File: src/sv/xaa_pkg.sv
`timescale 1ns / 1ps
`default_nettype none
// ----------------------------------------------------------------------------
// xaa_pkg: shared definitions for the x86 arithmetic ALU
// Operation codes, widths and the command bundle that the controller sends to
// the datapath.
// ----------------------------------------------------------------------------
package xaa_pkg;

  // Operand widths.
  localparam int WORD_BITS = 16;
  localparam int BYTE_BITS = WORD_BITS / 2;

  // Shift-add and restoring-division steps per multiply or divide instruction.
  localparam int STEP_COUNT = WORD_BITS;
  localparam int STEP_CNT_W = $clog2(STEP_COUNT);

  typedef logic [2:0] mode_t;

  // Operation codes.
  localparam mode_t MODE_ADD = 3'd0;
  localparam mode_t MODE_ADC = 3'd1;
  localparam mode_t MODE_SUB = 3'd2;
  localparam mode_t MODE_SBB = 3'd3;
  localparam mode_t MODE_MUL = 3'd4;
  localparam mode_t MODE_DIV = 3'd5;

  // Commands from the controller to the datapath.
  typedef struct packed {
    logic load;    // capture the operands of an accepted beat
    logic step;    // one multiply or divide iteration
    logic finish;  // form the result and update the flags
  } xaa_cmd_t;

endpackage : xaa_pkg
`default_nettype wire

File: src/sv/xaa_ctrl.sv
`timescale 1ns / 1ps
`default_nettype none
// ----------------------------------------------------------------------------
// xaa_ctrl: sequencer for the x86 arithmetic ALU
// Accepts a command beat, runs the iteration count for multiply and divide,
// and raises the result strobe for one cycle.
// ----------------------------------------------------------------------------
module xaa_ctrl (
  input  wire                 clk,
  input  wire                 rst_n,
  input  wire                 start,
  input  wire xaa_pkg::mode_t in_mode,
  output logic                busy,
  output logic                out_valid,
  output xaa_pkg::xaa_cmd_t   cmd
);
  import xaa_pkg::*;

  localparam logic [1:0] ST_IDLE = 2'd0;
  localparam logic [1:0] ST_RUN  = 2'd1;
  localparam logic [1:0] ST_DONE = 2'd2;

  localparam logic [STEP_CNT_W-1:0] LAST_STEP = STEP_CNT_W'(STEP_COUNT - 1);

  logic [1:0]            state_r, state_nxt;
  logic [STEP_CNT_W-1:0] count_r, count_nxt;
  logic                  valid_r, valid_nxt;
  logic                  accept;
  logic                  iterative;

  assign accept    = start && (state_r == ST_IDLE);
  assign iterative = (in_mode == MODE_MUL) || (in_mode == MODE_DIV);

  // Next-state logic.
  always_comb begin
    state_nxt = state_r;
    count_nxt = count_r;
    valid_nxt = 1'b0;
    case (state_r)
      ST_IDLE: begin
        if (accept) begin
          count_nxt = '0;
          state_nxt = iterative ? ST_RUN : ST_DONE;
        end
      end
      ST_RUN: begin
        count_nxt = count_r + 1'b1;
        if (count_r == LAST_STEP) begin
          state_nxt = ST_DONE;
        end
      end
      ST_DONE: begin
        valid_nxt = 1'b1;
        state_nxt = ST_IDLE;
      end
      default: begin
        state_nxt = ST_IDLE;
      end
    endcase
  end

  // State registers.
  always_ff @(posedge clk) begin
    if (!rst_n) begin
      state_r <= ST_IDLE;
      count_r <= '0;
      valid_r <= 1'b0;
    end else begin
      state_r <= state_nxt;
      count_r <= count_nxt;
      valid_r <= valid_nxt;
    end
  end

  // Commands and status.
  assign busy       = (state_r != ST_IDLE);
  assign out_valid  = valid_r;
  assign cmd.load   = accept;
  assign cmd.step   = (state_r == ST_RUN);
  assign cmd.finish = (state_r == ST_DONE);

  // An accepted beat makes the block busy in the next cycle.
  a_accept_busy: assert property (@(posedge clk) disable iff (!rst_n)
    accept |=> busy) else $error("accepted beat did not raise busy");

  // The finishing cycle is always followed by the result strobe.
  a_done_strobe: assert property (@(posedge clk) disable iff (!rst_n)
    (state_r == ST_DONE) |=> out_valid) else $error("result strobe missing");

  // The strobe lasts a single cycle.
  a_strobe_pulse: assert property (@(posedge clk) disable iff (!rst_n)
    out_valid |=> !out_valid) else $error("result strobe longer than one cycle");

  // Iteration ends only after the final step.
  a_run_exit: assert property (@(posedge clk) disable iff (!rst_n)
    ((state_r == ST_RUN) && (count_r != LAST_STEP)) |=> (state_r == ST_RUN))
    else $error("iteration left early");

endmodule : xaa_ctrl
`default_nettype wire

File: src/sv/xaa_dp.sv
`timescale 1ns / 1ps
`default_nettype none
// ----------------------------------------------------------------------------
// xaa_dp: datapath of the x86 arithmetic ALU
// Operand registers, a shared shift-add multiplier and restoring divider,
// the add/subtract unit, the persistent flags and the result registers.
// ----------------------------------------------------------------------------
module xaa_dp (
  input  wire                                clk,
  input  wire                                rst_n,
  input  wire xaa_pkg::xaa_cmd_t             cmd,
  input  wire xaa_pkg::mode_t                in_mode,
  input  wire                                in_is_word,
  input  wire [xaa_pkg::WORD_BITS-1:0]       in_first_value,
  input  wire [xaa_pkg::WORD_BITS-1:0]       in_second_value,
  output logic [xaa_pkg::WORD_BITS-1:0]      out_result_low,
  output logic [xaa_pkg::WORD_BITS-1:0]      out_result_high,
  output logic                               out_carry_out,
  output logic                               out_zero_out,
  output logic                               out_overflow_out,
  output logic                               out_divide_error
);
  import xaa_pkg::*;

  // Operand registers.
  mode_t                mode_r;
  logic                 word_r;
  logic [WORD_BITS-1:0] a_r;
  logic [WORD_BITS-1:0] b_r;

  // Shared iteration registers: high product word or partial remainder, and
  // multiplier or dividend/quotient.
  logic [WORD_BITS-1:0] hi_r, hi_nxt;
  logic [WORD_BITS-1:0] lo_r, lo_nxt;

  // Flags.
  logic carry_r, zero_r, ovf_r;
  logic carry_nxt, zero_nxt, ovf_nxt;

  // Result registers.
  logic [WORD_BITS-1:0] res_lo_r, res_lo_nxt;
  logic [WORD_BITS-1:0] res_hi_r, res_hi_nxt;
  logic                 derr_r, derr_nxt;

  // Iteration terms.
  logic [WORD_BITS-1:0] mcand;
  logic [WORD_BITS:0]   mul_sum;
  logic [BYTE_BITS-1:0] divisor;
  logic [BYTE_BITS:0]   div_trial;
  logic                 div_ge;
  logic [BYTE_BITS:0]   div_rem;

  // Add/subtract terms.
  logic [WORD_BITS-1:0] a_m, b_m, as_res;
  logic [WORD_BITS:0]   sum_w, diff_w;
  logic                 cin, is_sub, a_sign, b_sign, r_sign, as_carry;

  // One step of multiply (shift-add) or divide (restoring).
  always_comb begin
    mcand     = word_r ? b_r : {{BYTE_BITS{1'b0}}, b_r[BYTE_BITS-1:0]};
    mul_sum   = {1'b0, hi_r} + (lo_r[0] ? {1'b0, mcand} : '0);
    divisor   = b_r[BYTE_BITS-1:0];
    div_trial = {hi_r[BYTE_BITS-1:0], lo_r[WORD_BITS-1]};
    div_ge    = (div_trial >= {1'b0, divisor});
    div_rem   = div_ge ? (div_trial - {1'b0, divisor}) : div_trial;
    if (mode_r == MODE_DIV) begin
      hi_nxt = {{BYTE_BITS{1'b0}}, div_rem[BYTE_BITS-1:0]};
      lo_nxt = {lo_r[WORD_BITS-2:0], div_ge};
    end else begin
      hi_nxt = mul_sum[WORD_BITS:1];
      lo_nxt = {mul_sum[0], lo_r[WORD_BITS-1:1]};
    end
  end

  // Operand capture and iteration.
  always_ff @(posedge clk) begin
    if (cmd.load) begin
      mode_r <= in_mode;
      word_r <= in_is_word;
      a_r    <= in_first_value;
      b_r    <= in_second_value;
      hi_r   <= '0;
      if ((in_mode == MODE_MUL) && !in_is_word) begin
        lo_r <= {{BYTE_BITS{1'b0}}, in_first_value[BYTE_BITS-1:0]};
      end else begin
        lo_r <= in_first_value;
      end
    end else if (cmd.step) begin
      hi_r <= hi_nxt;
      lo_r <= lo_nxt;
    end
  end

  // Add and subtract at the operand width.
  always_comb begin
    is_sub   = (mode_r == MODE_SUB) || (mode_r == MODE_SBB);
    cin      = ((mode_r == MODE_ADC) || (mode_r == MODE_SBB)) ? carry_r : 1'b0;
    a_m      = word_r ? a_r : {{BYTE_BITS{1'b0}}, a_r[BYTE_BITS-1:0]};
    b_m      = word_r ? b_r : {{BYTE_BITS{1'b0}}, b_r[BYTE_BITS-1:0]};
    sum_w    = {1'b0, a_m} + {1'b0, b_m} + {{WORD_BITS{1'b0}}, cin};
    diff_w   = {1'b0, a_m} - {1'b0, b_m} - {{WORD_BITS{1'b0}}, cin};
    as_res   = is_sub ? diff_w[WORD_BITS-1:0] : sum_w[WORD_BITS-1:0];
    if (!word_r) begin
      as_res = {{BYTE_BITS{1'b0}}, as_res[BYTE_BITS-1:0]};
    end
    // A borrow shows as a wrap of the extended difference at either width.
    if (is_sub) begin
      as_carry = diff_w[WORD_BITS];
    end else begin
      as_carry = word_r ? sum_w[WORD_BITS] : sum_w[BYTE_BITS];
    end
    a_sign = word_r ? a_m[WORD_BITS-1] : a_m[BYTE_BITS-1];
    b_sign = word_r ? b_m[WORD_BITS-1] : b_m[BYTE_BITS-1];
    r_sign = word_r ? as_res[WORD_BITS-1] : as_res[BYTE_BITS-1];
  end

  // Result and flag selection on the finishing cycle.
  always_comb begin
    res_lo_nxt = '0;
    res_hi_nxt = '0;
    derr_nxt   = 1'b0;
    carry_nxt  = carry_r;
    zero_nxt   = zero_r;
    ovf_nxt    = ovf_r;
    case (mode_r)
      MODE_ADD, MODE_ADC, MODE_SUB, MODE_SBB: begin
        res_lo_nxt = as_res;
        carry_nxt  = as_carry;
        zero_nxt   = (as_res == '0);
        if (is_sub) begin
          ovf_nxt = (a_sign ^ b_sign) & (a_sign ^ r_sign);
        end else begin
          ovf_nxt = ~(a_sign ^ b_sign) & (a_sign ^ r_sign);
        end
      end
      MODE_MUL: begin
        res_lo_nxt = lo_r;
        if (word_r) begin
          res_hi_nxt = hi_r;
          carry_nxt  = (hi_r != '0);
        end else begin
          carry_nxt  = (lo_r[WORD_BITS-1:BYTE_BITS] != '0);
        end
        ovf_nxt = carry_nxt;
      end
      MODE_DIV: begin
        // Zero divisor or a quotient that does not fit in a byte.
        derr_nxt = (divisor == '0) || (lo_r[WORD_BITS-1:BYTE_BITS] != '0);
        if (derr_nxt) begin
          res_lo_nxt = a_r;
        end else begin
          res_lo_nxt = {hi_r[BYTE_BITS-1:0], lo_r[BYTE_BITS-1:0]};
        end
      end
      default: begin
        res_lo_nxt = '0;
      end
    endcase
  end

  // Persistent flags.
  always_ff @(posedge clk) begin
    if (!rst_n) begin
      carry_r <= 1'b0;
      zero_r  <= 1'b0;
      ovf_r   <= 1'b0;
    end else if (cmd.finish) begin
      carry_r <= carry_nxt;
      zero_r  <= zero_nxt;
      ovf_r   <= ovf_nxt;
    end
  end

  // Result registers.
  always_ff @(posedge clk) begin
    if (cmd.finish) begin
      res_lo_r <= res_lo_nxt;
      res_hi_r <= res_hi_nxt;
      derr_r   <= derr_nxt;
    end
  end

  assign out_result_low   = res_lo_r;
  assign out_result_high  = res_hi_r;
  assign out_carry_out    = carry_r;
  assign out_zero_out     = zero_r;
  assign out_overflow_out = ovf_r;
  assign out_divide_error = derr_r;

  // A divide never changes the flags.
  a_div_flags: assert property (@(posedge clk) disable iff (!rst_n)
    (cmd.finish && (mode_r == MODE_DIV)) |=> $stable({carry_r, zero_r, ovf_r}))
    else $error("divide altered the flags");

  // Multiply leaves carry and overflow equal.
  a_mul_flags: assert property (@(posedge clk) disable iff (!rst_n)
    (cmd.finish && (mode_r == MODE_MUL)) |=> (carry_r == ovf_r))
    else $error("multiply flags disagree");

  // A divide error only comes from a divide.
  a_derr_mode: assert property (@(posedge clk) disable iff (!rst_n)
    (cmd.finish && (mode_r != MODE_DIV)) |=> !derr_r)
    else $error("divide error outside a divide");

endmodule : xaa_dp
`default_nettype wire

File: src/sv/x86_arith_alu_core.sv
`timescale 1ns / 1ps
`default_nettype none
// ----------------------------------------------------------------------------
// x86_arith_alu_core: x86 integer arithmetic unit
// ADD, ADC, SUB, SBB, unsigned MUL and unsigned byte DIV with persistent
// carry, zero and overflow flags.
// ----------------------------------------------------------------------------
// Sequence: ADD/ADC/SUB/SBB and unused codes go from the start beat straight
// to the finish state; MUL and DIV first make 16 passes through the shared
// shift-add / restoring-divide step. The result strobe follows the finish.
// The block takes no new beat while one is in flight; start is taken whenever
// busy is low, including the cycle the previous result is strobed.
// Reset (synchronous, rst_n low) clears the flags and the controller.
// Results cannot be stalled by the receiver.
// ----------------------------------------------------------------------------
module x86_arith_alu_core (
  input  wire                               clk,
  input  wire                               rst_n,
  input  wire                               start,
  output logic                              busy,
  input  wire [2:0]                         in_mode,
  input  wire                               in_is_word,
  input  wire [xaa_pkg::WORD_BITS-1:0]      in_first_value,
  input  wire [xaa_pkg::WORD_BITS-1:0]      in_second_value,
  output logic                              out_valid,
  output logic [xaa_pkg::WORD_BITS-1:0]     out_result_low,
  output logic [xaa_pkg::WORD_BITS-1:0]     out_result_high,
  output logic                              out_carry_out,
  output logic                              out_zero_out,
  output logic                              out_overflow_out,
  output logic                              out_divide_error
);
  import xaa_pkg::*;

  xaa_cmd_t cmd;

  // Sequencer.
  xaa_ctrl u_ctrl (
    .clk       (clk),
    .rst_n     (rst_n),
    .start     (start),
    .in_mode   (in_mode),
    .busy      (busy),
    .out_valid (out_valid),
    .cmd       (cmd)
  );

  // Operand, iteration, flag and result registers.
  xaa_dp u_dp (
    .clk              (clk),
    .rst_n            (rst_n),
    .cmd              (cmd),
    .in_mode          (in_mode),
    .in_is_word       (in_is_word),
    .in_first_value   (in_first_value),
    .in_second_value  (in_second_value),
    .out_result_low   (out_result_low),
    .out_result_high  (out_result_high),
    .out_carry_out    (out_carry_out),
    .out_zero_out     (out_zero_out),
    .out_overflow_out (out_overflow_out),
    .out_divide_error (out_divide_error)
  );

endmodule : x86_arith_alu_core
`default_nettype wire

File: config.mk
export PLATFORM = sky130hd
export DESIGN_NAME = x86_arith_alu_core
export DESIGN_NICKNAME = d
export VERILOG_FILES = /design/src/sv/xaa_pkg.sv /design/src/sv/xaa_ctrl.sv /design/src/sv/xaa_dp.sv /design/src/sv/x86_arith_alu_core.sv
export SDC_FILE = /design/constraint.sdc
export NUM_CORES = 1
export LEC_CHECK = 0
export BUFFER_PORTS_ARGS = -buffer_cell sky130_fd_sc_hd__buf_2
export CORE_MARGIN = 2
export CORE_UTILIZATION = 25
export CTS_BUF_LIST = sky130_fd_sc_hd__clkbuf_16
export DETAILED_ROUTE_END_ITERATION = 6
export GPL_TIMING_DRIVEN = 1
export PLACE_DENSITY = 0.44
export SLEW_MARGIN = 30
export SYNTH_ARGS = -nofsm -noshare
export SYNTH_HDL_FRONTEND = slang
export SYNTH_SLANG_ARGS = --single-unit
File: constraint.sdc
create_clock -name clk -period 4.3 [get_ports clk]
set_input_delay 0.43 -clock clk [delete_from_list [all_inputs] [get_ports clk]]
set_output_delay 0.43 -clock clk [all_outputs]
set_load 0.005 [all_outputs]
# After elaboration in Yosys (flattened, before gate mapping)
# Cells that the tools add are included.
# Widths: inputs -> output; s select.
[totals]
wordCells = 93
reg_bits = 111
input_bits = 39
output_inout_bits = 38
[op_classes]
mux = 30
add_sub_neg = 7
bitwise_logic = 5
n_reduce_logical = 23
n_lt_le_gt_ge = 1
n_eq_ne = 12
[op_table]
columns = ["op", "count"]
rows = [
  ["$mux 16", 11],
  ["$pmux 16 s3", 1],
  ["$add 16x16->17", 2],
  ["$add 17x1->17", 1],
  ["$sub 16x16->17", 1],
  ["$sub 17x1->17", 1],
  ["$logic_not 16->1", 1],
  ["$reduce_bool 16->1", 1],
  ["$eq 3x3->1 const B", 4],
  ["$reduce_and 2->1", 5],
  ["$ge 9x8->1", 1],
  ["$mux 1", 9],
  ["$logic_not 8->1", 1],
  ["$mux 8", 1],
  ["$pmux 4 s2", 1],
  ["$reduce_bool 2->1", 4],
  ["$reduce_bool 8->1", 1],
  ["$sub 8x8->8", 1],
  ["$eq 3x2->1 const B", 2],
  ["$mux 2", 3],
  ["$add 4x1->4 const B", 1],
  ["$eq 4x4->1 const B", 1],
  ["$logic_or 1x1->1", 4],
  ["$mux 4", 1],
  ["other kinds (14)", 19],
]

# Longest topological paths before layout
# Gate-level depths: netlist of the first run.
[depth]
ltp_word = 11
depth_mapped = 16
mapped_depth_nobuf = 15

# By module
# A second synthesis of the first run with hierarchy kept.
[hier_totals]
hier_cells = 847
area_unflattened_um2 = 8125.3
[by_module_without_submodules]
columns = ["module", "area_per_inst_um2", "instances", "cells_per_inst", "seq_area_each_um2"]
rows = [
  ["xaa_dp", 7758.7, 1, 805, 2932.8],
  ["xaa_ctrl", 366.6, 1, 42, 140.1],
]

# Least setup slack after synthesis of the first run
# OpenSTA, ideal clock, no wires.
[synth_timing]
kind = "flip-flop to flip-flop"
from = "register u_dp.word_r"
to = "register u_dp.res_lo_r[13], in the netlist u_dp.out_result_low[13], data pin"
slack_ns = 0.634
stages_incl_launch_ff = 16
arrival_ns = 3.406
path_buffers = 3
required_time_ns = 4.039
path_cell_list = "edfxtp_1 clkbuf_1 clkbuf_1 clkbuf_1 nand2_1 ha_1 inv_1 ha_1 a21oi_1 o21ai_1 a2111oi_4 nor4_2 or3_1 a21oi_1 a211oi_1 a221o_1"
[synth_via]
elab_chain_cells = 6
elab_cells_between_ends = 9
cone_classes = "add/sub: 4; mux: 5"
[synth_rtl]
columns = ["item", "line", "source"]
rows = [
  ["start, declared", "xaa_dp.sv:27", "logic word_r;"],
  ["start signal, assigned", "xaa_dp.sv:79", "word_r <= in_is_word;"],
  ["$mux 16 (on tied branches)", "xaa_dp.sv:98, xaa_dp.sv:99", ""],
  ["$add 16x16->17 / $sub 16x16->17 (equally long branches)", "xaa_dp.sv:100, xaa_dp.sv:101", ""],
  ["$add 17x1->17 / $sub 17x1->17 (equally long branches)", "xaa_dp.sv:100, xaa_dp.sv:101", ""],
  ["$mux 16", "xaa_dp.sv:102", "as_res = is_sub ? diff_w[WORD_BITS-1:0] : sum_w[WORD_BITS-1:0];"],
  ["$mux 16 *", "xaa_dp.sv:103", "if (!word_r) begin"],
  ["$pmux 16 s3 *", "xaa_dp.sv:125", "case (mode_r)"],
  ["via u_dp.res_lo_nxt[13]", "xaa_dp.sv:41", "logic [WORD_BITS-1:0] res_lo_r, res_lo_nxt;"],
  ["end signal, assigned", "xaa_dp.sv:177", "res_lo_r <= res_lo_nxt;"],
  ["end, declared", "xaa_dp.sv:41", ""],
]
# The timed path passes the listed nets; every way through them passes the cells marked *.
# A chain may end at the register's enable or synchronous reset.

# Final worst setup path of the first run
[layout_timing]
from = "register u_dp.mode_r[2]"
to = "register u_dp.zero_r, in the netlist u_dp.out_zero_out"
[layout_via]
elab_chain_cells = 7
elab_cells_between_ends = 14
cone_classes = "add/sub: 2; eq/ne: 3; mux: 3; reduce/logical: 6"
[layout_rtl]
columns = ["item", "line", "source"]
rows = [
  ["start, declared", "xaa_dp.sv:26", "mode_t mode_r;"],
  ["start signal, assigned", "xaa_dp.sv:78", "mode_r <= in_mode;"],
  ["$eq 3x1->1 / $eq 3x2->1 (equally long branches)", "xaa_dp.sv:97, xaa_dp.sv:125, xaa_dp.sv:96", ""],
  ["$logic_or 1x1->1", "xaa_dp.sv:97", "cin = ((mode_r == MODE_ADC) || (mode_r == MODE_SBB)) ? carry_r : 1'b0;"],
  ["$mux 1", "xaa_dp.sv:97", ""],
  ["$add 17x1->17 / $sub 17x1->17 (equally long branches)", "xaa_dp.sv:100, xaa_dp.sv:101", ""],
  ["$mux 16", "xaa_dp.sv:102", ""],
  ["$mux 16", "xaa_dp.sv:103", ""],
  ["$logic_not 16->1", "xaa_dp.sv:129", "zero_nxt = (as_res == '0);"],
  ["end signal, assigned", "xaa_dp.sv:169", "zero_r <= zero_nxt;"],
  ["end, declared", "xaa_dp.sv:37", "logic carry_r, zero_r, ovf_r;"],
]
# Parallel ways exist; a longest one is shown, timed or not.

==> results of run 1 <==
sequential cells by signal, summed over array words and instances, names as in the netlist, 2 cells and up:
register	cells
u_dp.out_result_low	16
u_dp.lo_r	16
u_dp.hi_r	16
u_dp.out_result_high	16
u_dp.a_r	16
u_ctrl.state_r	2
u_dp.mode_r	3
u_dp.b_r	16
u_ctrl.count_r	4
worst paths after layout:
kind                       from           endpoint  slack, ps  cells past startpoint
max              u_dp.mode_r[2]  u_dp.out_zero_out        440                     13
min          in_second_value[8]        u_dp.b_r[8]        230                      1
max reg2reg      u_dp.mode_r[2]  u_dp.out_zero_out        440                     13
min reg2reg   u_ctrl.count_r[1]  u_ctrl.count_r[1]        510                      2
cell type report:
cell class | instances | share of cell area
Multi-Input combinational cell | 628 | 0.488
Clock buffer | 9 | 0.0248
Clock inverter | 7 | 0.00840
Inverter | 76 | 0.0314
Sequential cell | 111 | 0.338
Tap cell | 402 | 0.0554
Timing Repair Buffer | 90 | 0.0534
metal layers:
layer,part of all wire,GRT usage,up-vias
met3,0.038,0.0247,21
met4,0.013,0.0289,0
met5,0,0,-
met2,0.44,0.234,129
li1,-,-,3212
met1,0.51,0.227,3165
cells in the mapped netlist (3+ instances only):
cell,number
edfxtp_1,85
nor2_1,67
o22ai_1,5
nand2b_1,13
nand2_1,64
o211ai_1,6
clkbuf_1,25
a22o_1,7
dfxtp_1,26
o41ai_1,4
a211oi_1,12
o21ai_1,10
a21oi_1,53
ha_1,70
nor2b_1,10
o21bai_1,3
xnor2_1,28
a221oi_1,3
nor4_1,10
xor2_1,12
nand3_1,15
a21boi_1,4
inv_1,75
and3_1,22
nand4_1,9
nor3b_1,5
a221o_1,3
mux2_2,4
o21a_1,3
o31ai_1,4
and2_1,21
a21o_1,12
a31oi_1,11
a22oi_1,4
nor3_1,18
or3_1,4
fa_1,6
mux2i_1,22
a2111oi_0,3
o21ai_0,44
metrics by stage:
stage          hold WS, ps  total power (uW)  area [um2]
2_1_floorplan          460              1980        7900
3_3_place_gp           487              2270        8780
3_5_place_dp           495              2270        8780
4_1_cts                216              3140        9080
5_1_grt                223              3310        9080
6_report               227              3110        9080
power by group through the flow:
stage / clock, uW / sequential (uW) / combinational, uW
final: 866 / 1340 / 909
after global routing: 932 / 1350 / 1030
after CTS: 894 / 1340 / 912
after detailed placement: 0 / 1360 / 906
after global placement: 0 / 1360 / 910
after floorplan: 0 / 1320 / 653
layout by cell type (no fill, tap or decap), types with 9 or more instances in the layout:
| cell | n |
|---|---|
| o21ai_0 | 44 |
| buf_2 | 76 |
| nand2b_1 | 13 |
| and3_1 | 22 |
| ha_1 | 70 |
| a21oi_1 | 53 |
| nand2_1 | 64 |
| nand3_1 | 15 |
| a211oi_1 | 12 |
| o21ai_1 | 10 |
| clkbuf_16 | 9 |
| a21o_1 | 12 |
| xnor2_1 | 28 |
| nor2_1 | 67 |
| nor3_1 | 18 |
| and2_1 | 21 |
| mux2i_1 | 22 |
| a31oi_1 | 11 |
| nor4_1 | 10 |
| edfxtp_1 | 85 |
| buf_4 | 14 |
| nand4_1 | 9 |
| dfxtp_1 | 26 |
| nor2b_1 | 9 |
| xor2_1 | 12 |
| inv_1 | 74 |
critical path, delay by kind of cell, from the launching register on:
family / cells / cell delay [ps]
adders and majority gates: 2 / 940
xor gates and xnor gates: 1 / 120
DFF: 1 / 390
AOI/OAI and AO/OA: 6 / 1500
and+or+nand+nor: 3 / 560
buffers and inverters: 1 / 270
cell families after synthesis:
family,count (synthesis),share of synthesized area
compound gates,214,0.182
fa+ha+maj,76,0.126
mux,26,0.0336
flops,111,0.389
xor+xnor,40,0.0443
simple gates,272,0.175
buf+inv,105,0.0502
==> metrics.md, run 1 <==
| Metric | Value |
|---|---|
| Status | `finished, final reports clean` |
| Die area | `0.0331 mm2` |
| Yosys cell types | `73` |
| Via count | `6527` |
| Post-Syn Area | `0.00790 mm2` |
| Relative slew slack | `0.456` |
| DRC Markers | `0` |
| Register Area | `0.00307 mm2` |
| Clock root cell | `clkbuf_16` |
| Endpoints failing hold | `0` |
| Sequential share of power | `0.430` |
| Fillcell total | `3370` |
| NetSw | `1080 uW` |
| Cts hold-fix bufs | `0` |
| EDFF count, synth | `85` |
| Ys async rst share | `0` |
| Setup CP Type | `reg -> reg` |
| Area leader, netlist | `edfxtp_1` |
| Max Cap Viol | `0` |
| CP Data Required Time | `4580 ps` |
| Critical Path Start Type | `flip-flop` |
| Final Slew Violations | `0` |
| Max VDD drop | `0.000188 V` |
| Top cell type's share of synthesized area | `0.323` |
| Gate Count Post-Synth | `844` |
| Die width | `182 um` |
| Worst hold-check path type | `in -> reg` |
| Clk sinks | `111` |
| H-tree levels | `3` |
| GP Congestion | `0.819` |
| Area of the multi-input gates | `0.00444 mm2` |
| Ant. Diodes | `0` |
| Tot GR Track Use | `0.153` |
| Antenna-violating nets left | `0` |
| Sequential share of the synthesized area | `0.389` |
| Finished Layout Cells | `1323` |
| Fin util | `0.290` |
| CP max FO | `6` |
| Max Freq | `259 MHz` |
| Final setup violating endpoints | `0` |
| Starting DRT DRC Count | `511` |
| First-pass GRT wire length | `38.9 mm` |
| Area contributors post-synth | `edfxtp_1, ha_1, dfxtp_1, inv_1, a21oi_1` |
| Slowest CP cell | `fa_1` |
| Post-layout nets | `1031` |
| Area growth syn-to-layout | `14.9%` |
| Final wirelength | `24.9 mm` |
| Clk pwr share | `0.278` |
| Largest net degree at the start of global routing | `48` |
| Critical path's most frequent cell | `fa_1` |
| Core ar. | `0.0313 mm2` |
| Port bufs | `76` |
| Crit path largest cell delay | `500 ps` |
| Sw Ratio | `0.348` |
| Power share of the combinational group | `0.292` |
| Total CTS buffers | `9` |
| Setup TNS Final | `0 ps` |
| Top FF cell, synth | `edfxtp_1` |
| Worst-Margin Slew | `817 ps` |
| Final worst-path cycle share | `0.899` |
| Setup Fix Bufs, Post-CTS | `0` |
| Post-DP HPWL | `19.3 mm` |
| Crit-path cells | `inv_1 > nand3_1 > fa_1 > fa_1 > nand2b_1 > a31o_1 > a221oi_2 > o21ai_1 > a31oi_1 > xnor2_1 > a211oi_2 > nand4_1 > o31ai_1` |
| Tmin final | `3860 ps` |
| Die Span Y | `182 um` |
| Share of cells above drive strength 1 | `0.136` |
| Inst Count DP | `1307` |
| Pwr per Cell Area | `343 mW/mm2` |
| Clk_lat worst skew | `370 ps` |
| Initial antenna violation count | `0` |
| Mean Syn Cell Area | `9.36 um2` |
| Final WS setup | `436 ps` |
| Setup Skew | `18.0 ps` |
| CP Data Arrival Time | `4150 ps` |
| Reg clk slew, reported paths | `90 ps` |
| CTS tree | `yes` |
| RSZ-0062 raised after global routing | `false` |
| CTS-repair resized insts | `0` |
| Wirelength per Cell | `18.8 um` |
| Rows | `65` |
| Dpl ws | `449 ps` |
| Cell-internal power | `2030 uW` |
| Pre-Repair DR Iteration Count | `5` |
| Synth Register Bits | `111` |
| Drt via density | `4.93` |
| Total grt overflow | `0` |
| Synth Warn # | `0` |
| Longest Clk Path Bufs | `2` |
| Crit. End Element | `flip-flop` |
| P_leak | `0.00393 uW` |
| Vias in the first global route | `6511` |
| Syn nets | `959` |
| I/O pin cnt | `77` |
| Starting Density | `0.252` |
(Power assumes the default switching activity.)
==> run 2: changes to the inputs <==
CORE_ASPECT_RATIO = 1.5   (was unset)
SYNTH_HIERARCHICAL = 1   (was unset)
==> metrics.md, run 2 <==
| Metric | Value |
|---|---|
| Drt via density | `4.96` |
| Sequential share of the synthesized area | `0.378` |
| Vias in the first global route | `6862` |
| Synth Register Bits | `111` |
| Clock root cell | `clkbuf_16` |
| Clk sinks | `111` |
| EDFF count, synth | `85` |
| CP Data Required Time | `4580 ps` |
| CP Data Arrival Time | `4060 ps` |
| Cts hold-fix bufs | `0` |
| Most common cell in the netlist | `edfxtp_1` |
| Initial antenna violation count | `0` |
| Wirelength per Cell | `20.1 um` |
| Max VDD drop | `0.000194 V` |
| Final wirelength | `26.8 mm` |
| Gate Count Post-Synth | `847` |
| HP Start | `in_second_value[9]` |
| Pwr per Cell Area | `327 mW/mm2` |
| Met2 WL | `14.8 mm` |
| H-tree levels | `3` |
| Finished Layout Cells | `1331` |
| Mean Syn Cell Area | `9.59 um2` |
| Total grt overflow | `0` |
| Area leader, netlist | `edfxtp_1` |
| Max Freq | `264 MHz` |
| Hold Path Cell Cnt | `1` |
| CTS tree | `yes` |
| Status | `finished, final reports clean` |
| Die area | `0.0340 mm2` |
| Final setup violating endpoints | `0` |
| Clk_lat worst skew | `380 ps` |
| CTS-repair resized insts | `0` |
| Post-DP HPWL | `21.1 mm` |
| Reg2reg path depth | `14` |
| Critical Path Start Type | `flip-flop` |
| Rows | `80` |
| Total CTS buffers | `9` |
| P_leak | `0.00398 uW` |
| Uppermost layer routed | `met4` |
| Final WS setup | `515 ps` |
| Total power | `3010 uW` |
| Worst hold-check path type | `in -> reg` |
| Most common cell after layout, fill and taps aside | `edfxtp_1` |
| Final worst-path cycle share | `0.880` |
| Synth cell count leaders | `edfxtp_1, inv_1, ha_1` |
| Area contributors post-synth | `edfxtp_1, ha_1, dfxtp_1, mux2i_1, inv_1` |
| Largest net degree at the start of global routing | `37` |
| Met1 wire length | `10.4 mm` |
| Post-Syn Area | `0.00813 mm2` |
| Worst-Margin Slew | `825 ps` |
| Setup Fix Bufs, Post-CTS | `0` |
| GP Congestion | `0.901` |
| Max Cap Viol | `0` |
| CP max FO | `4` |
| Ys async rst share | `0` |
| Top cell type's share of synthesized area | `0.314` |
| Tmin final | `3780 ps` |
| Synth Warn # | `6` |
| Area growth syn-to-layout | `13.4%` |
| Crit. End Element | `flip-flop` |
| Setup Skew | `12.2 ps` |
| Reg2reg setup slack | `520 ps` |
| Inst Count DP | `1315` |
| Top FF cell, synth | `edfxtp_1` |
| I/O pin cnt | `77` |
| Tot GR Track Use | `0.162` |
| Setup CP Type | `reg -> reg` |
| RR Startpoint | `u_dp/out_carry_out` |
| Fin util | `0.288` |
| Share of cells above drive strength 1 | `0.144` |
| DRC Markers | `0` |
| First-pass GRT wire length | `40.8 mm` |
| Ant. Diodes | `0` |
| Starting DRT DRC Count | `556` |
| Final Slew Violations | `0` |
| Fillcell total | `3370` |
| Die width | `151 um` |
| Longest Clk Path Bufs | `2` |
| Pre-Repair DR Iteration Count | `4` |
| Setup TNS Final | `0 ps` |
| RSZ-0062 raised after global routing | `false` |
| Commonest cells after routing, fill and taps aside | `edfxtp_1, inv_1, buf_2` |
| Antenna-violating nets left | `0` |
| Dpl ws | `551 ps` |
| Relative slew slack | `0.448` |
| Starting Density | `0.254` |
| Core ar. | `0.0319 mm2` |
| Via count | `6608` |
| Yosys cell types | `84` |
| Die Span Y | `225 um` |
| WHS Endpoint | `u_dp/b_r[9]` |
| Met3 WL | `696 um` |
| Endpoints failing hold | `0` |
| Syn nets | `962` |
| Port bufs | `76` |
| Post-layout nets | `1031` |
| Reg clk slew, reported paths | `80 ps` |
| FF-to-FF End | `u_dp/out_zero_out` |
## run 2: cell types whose count changed after synthesis, moves of 8 or more
cell	before	now
and2_1	21	35
and3_1	22	9
mux2i_1	22	31
a211oi_1	12	4
nor2_1	67	59
## run 2: worst max path at each step
stage          slack, ps                from  cells after the start                 to
4_1_cts              520  u_dp/out_carry_out                     14  u_dp/out_zero_out
5_1_grt              340  u_dp/out_carry_out                     14  u_dp/out_zero_out
6_report             520  u_dp/out_carry_out                     14  u_dp/out_zero_out
2_1_floorplan        720      u_dp/mode_r[2]                     13  u_dp/out_zero_out
3_3_place_gp         580  u_dp/out_carry_out                     14  u_dp/out_zero_out
3_5_place_dp         550  u_dp/out_carry_out                     14  u_dp/out_zero_out
## run 2: kinds of logic after synthesis
kind of cell	share of synthesized area
AOI/OAI and AO/OA	0.187
xor gates and xnor gates	0.0420
adders and majority gates	0.123
buffers and inverters	0.0567
DFF	0.378
muxes	0.0437
and+or+nand+nor	0.170
## run 2: final cells by class
cell class                      instances  area (um2)  area share
Multi-Input combinational cell        631        4610       0.500
Sequential cell                       111        3070       0.334
Tap cell                              410         513      0.0557
Timing Repair Buffer                   89         478      0.0519
Inverter                               74         278      0.0302
Clock buffer                            9         225      0.0244
Clock inverter                          7        35.0     0.00380
## run 2: layer usage
layer | GRT usage | up-vias
li1 | - | 3223
met1 | 0.179 | 3252
met2 | 0.306 | 101
met3 | 0.0249 | 32
met4 | 0.0642 | 0
met5 | 0 | -
## run 2: per-stage QoR
step | hold slack [ps] | cell area [um2]
after floorplan | 479 | 8130
after global placement | 487 | 8950
after detailed placement | 490 | 8950
after CTS | 216 | 9210
after global routing | 213 | 9210
final | 233 | 9210
## run 2: power by group
part / leakage (uW) / internal, uW / switching, uW / total (uW)
Clock: 0.000134 / 385 / 414 / 799
Sequential: 0.00103 / 1240 / 83.1 / 1330
Combinational: 0.00282 / 354 / 531 / 886
Total: 0.00398 / 1980 / 1030 / 3010
## run 2: critical path, stage by stage, from the launching register on
cell and delay (ps):
dfxtp_1 390, nand2_1 60, or2_2 300, inv_1 70
fa_1 450, ha_1 200, o21ai_1 240, nand3b_1 150
a2111oi_1 550, o21ai_1 270, a211oi_2 250, xnor2_1 150
o211ai_1 160, and4b_1 230, a32o_2 210
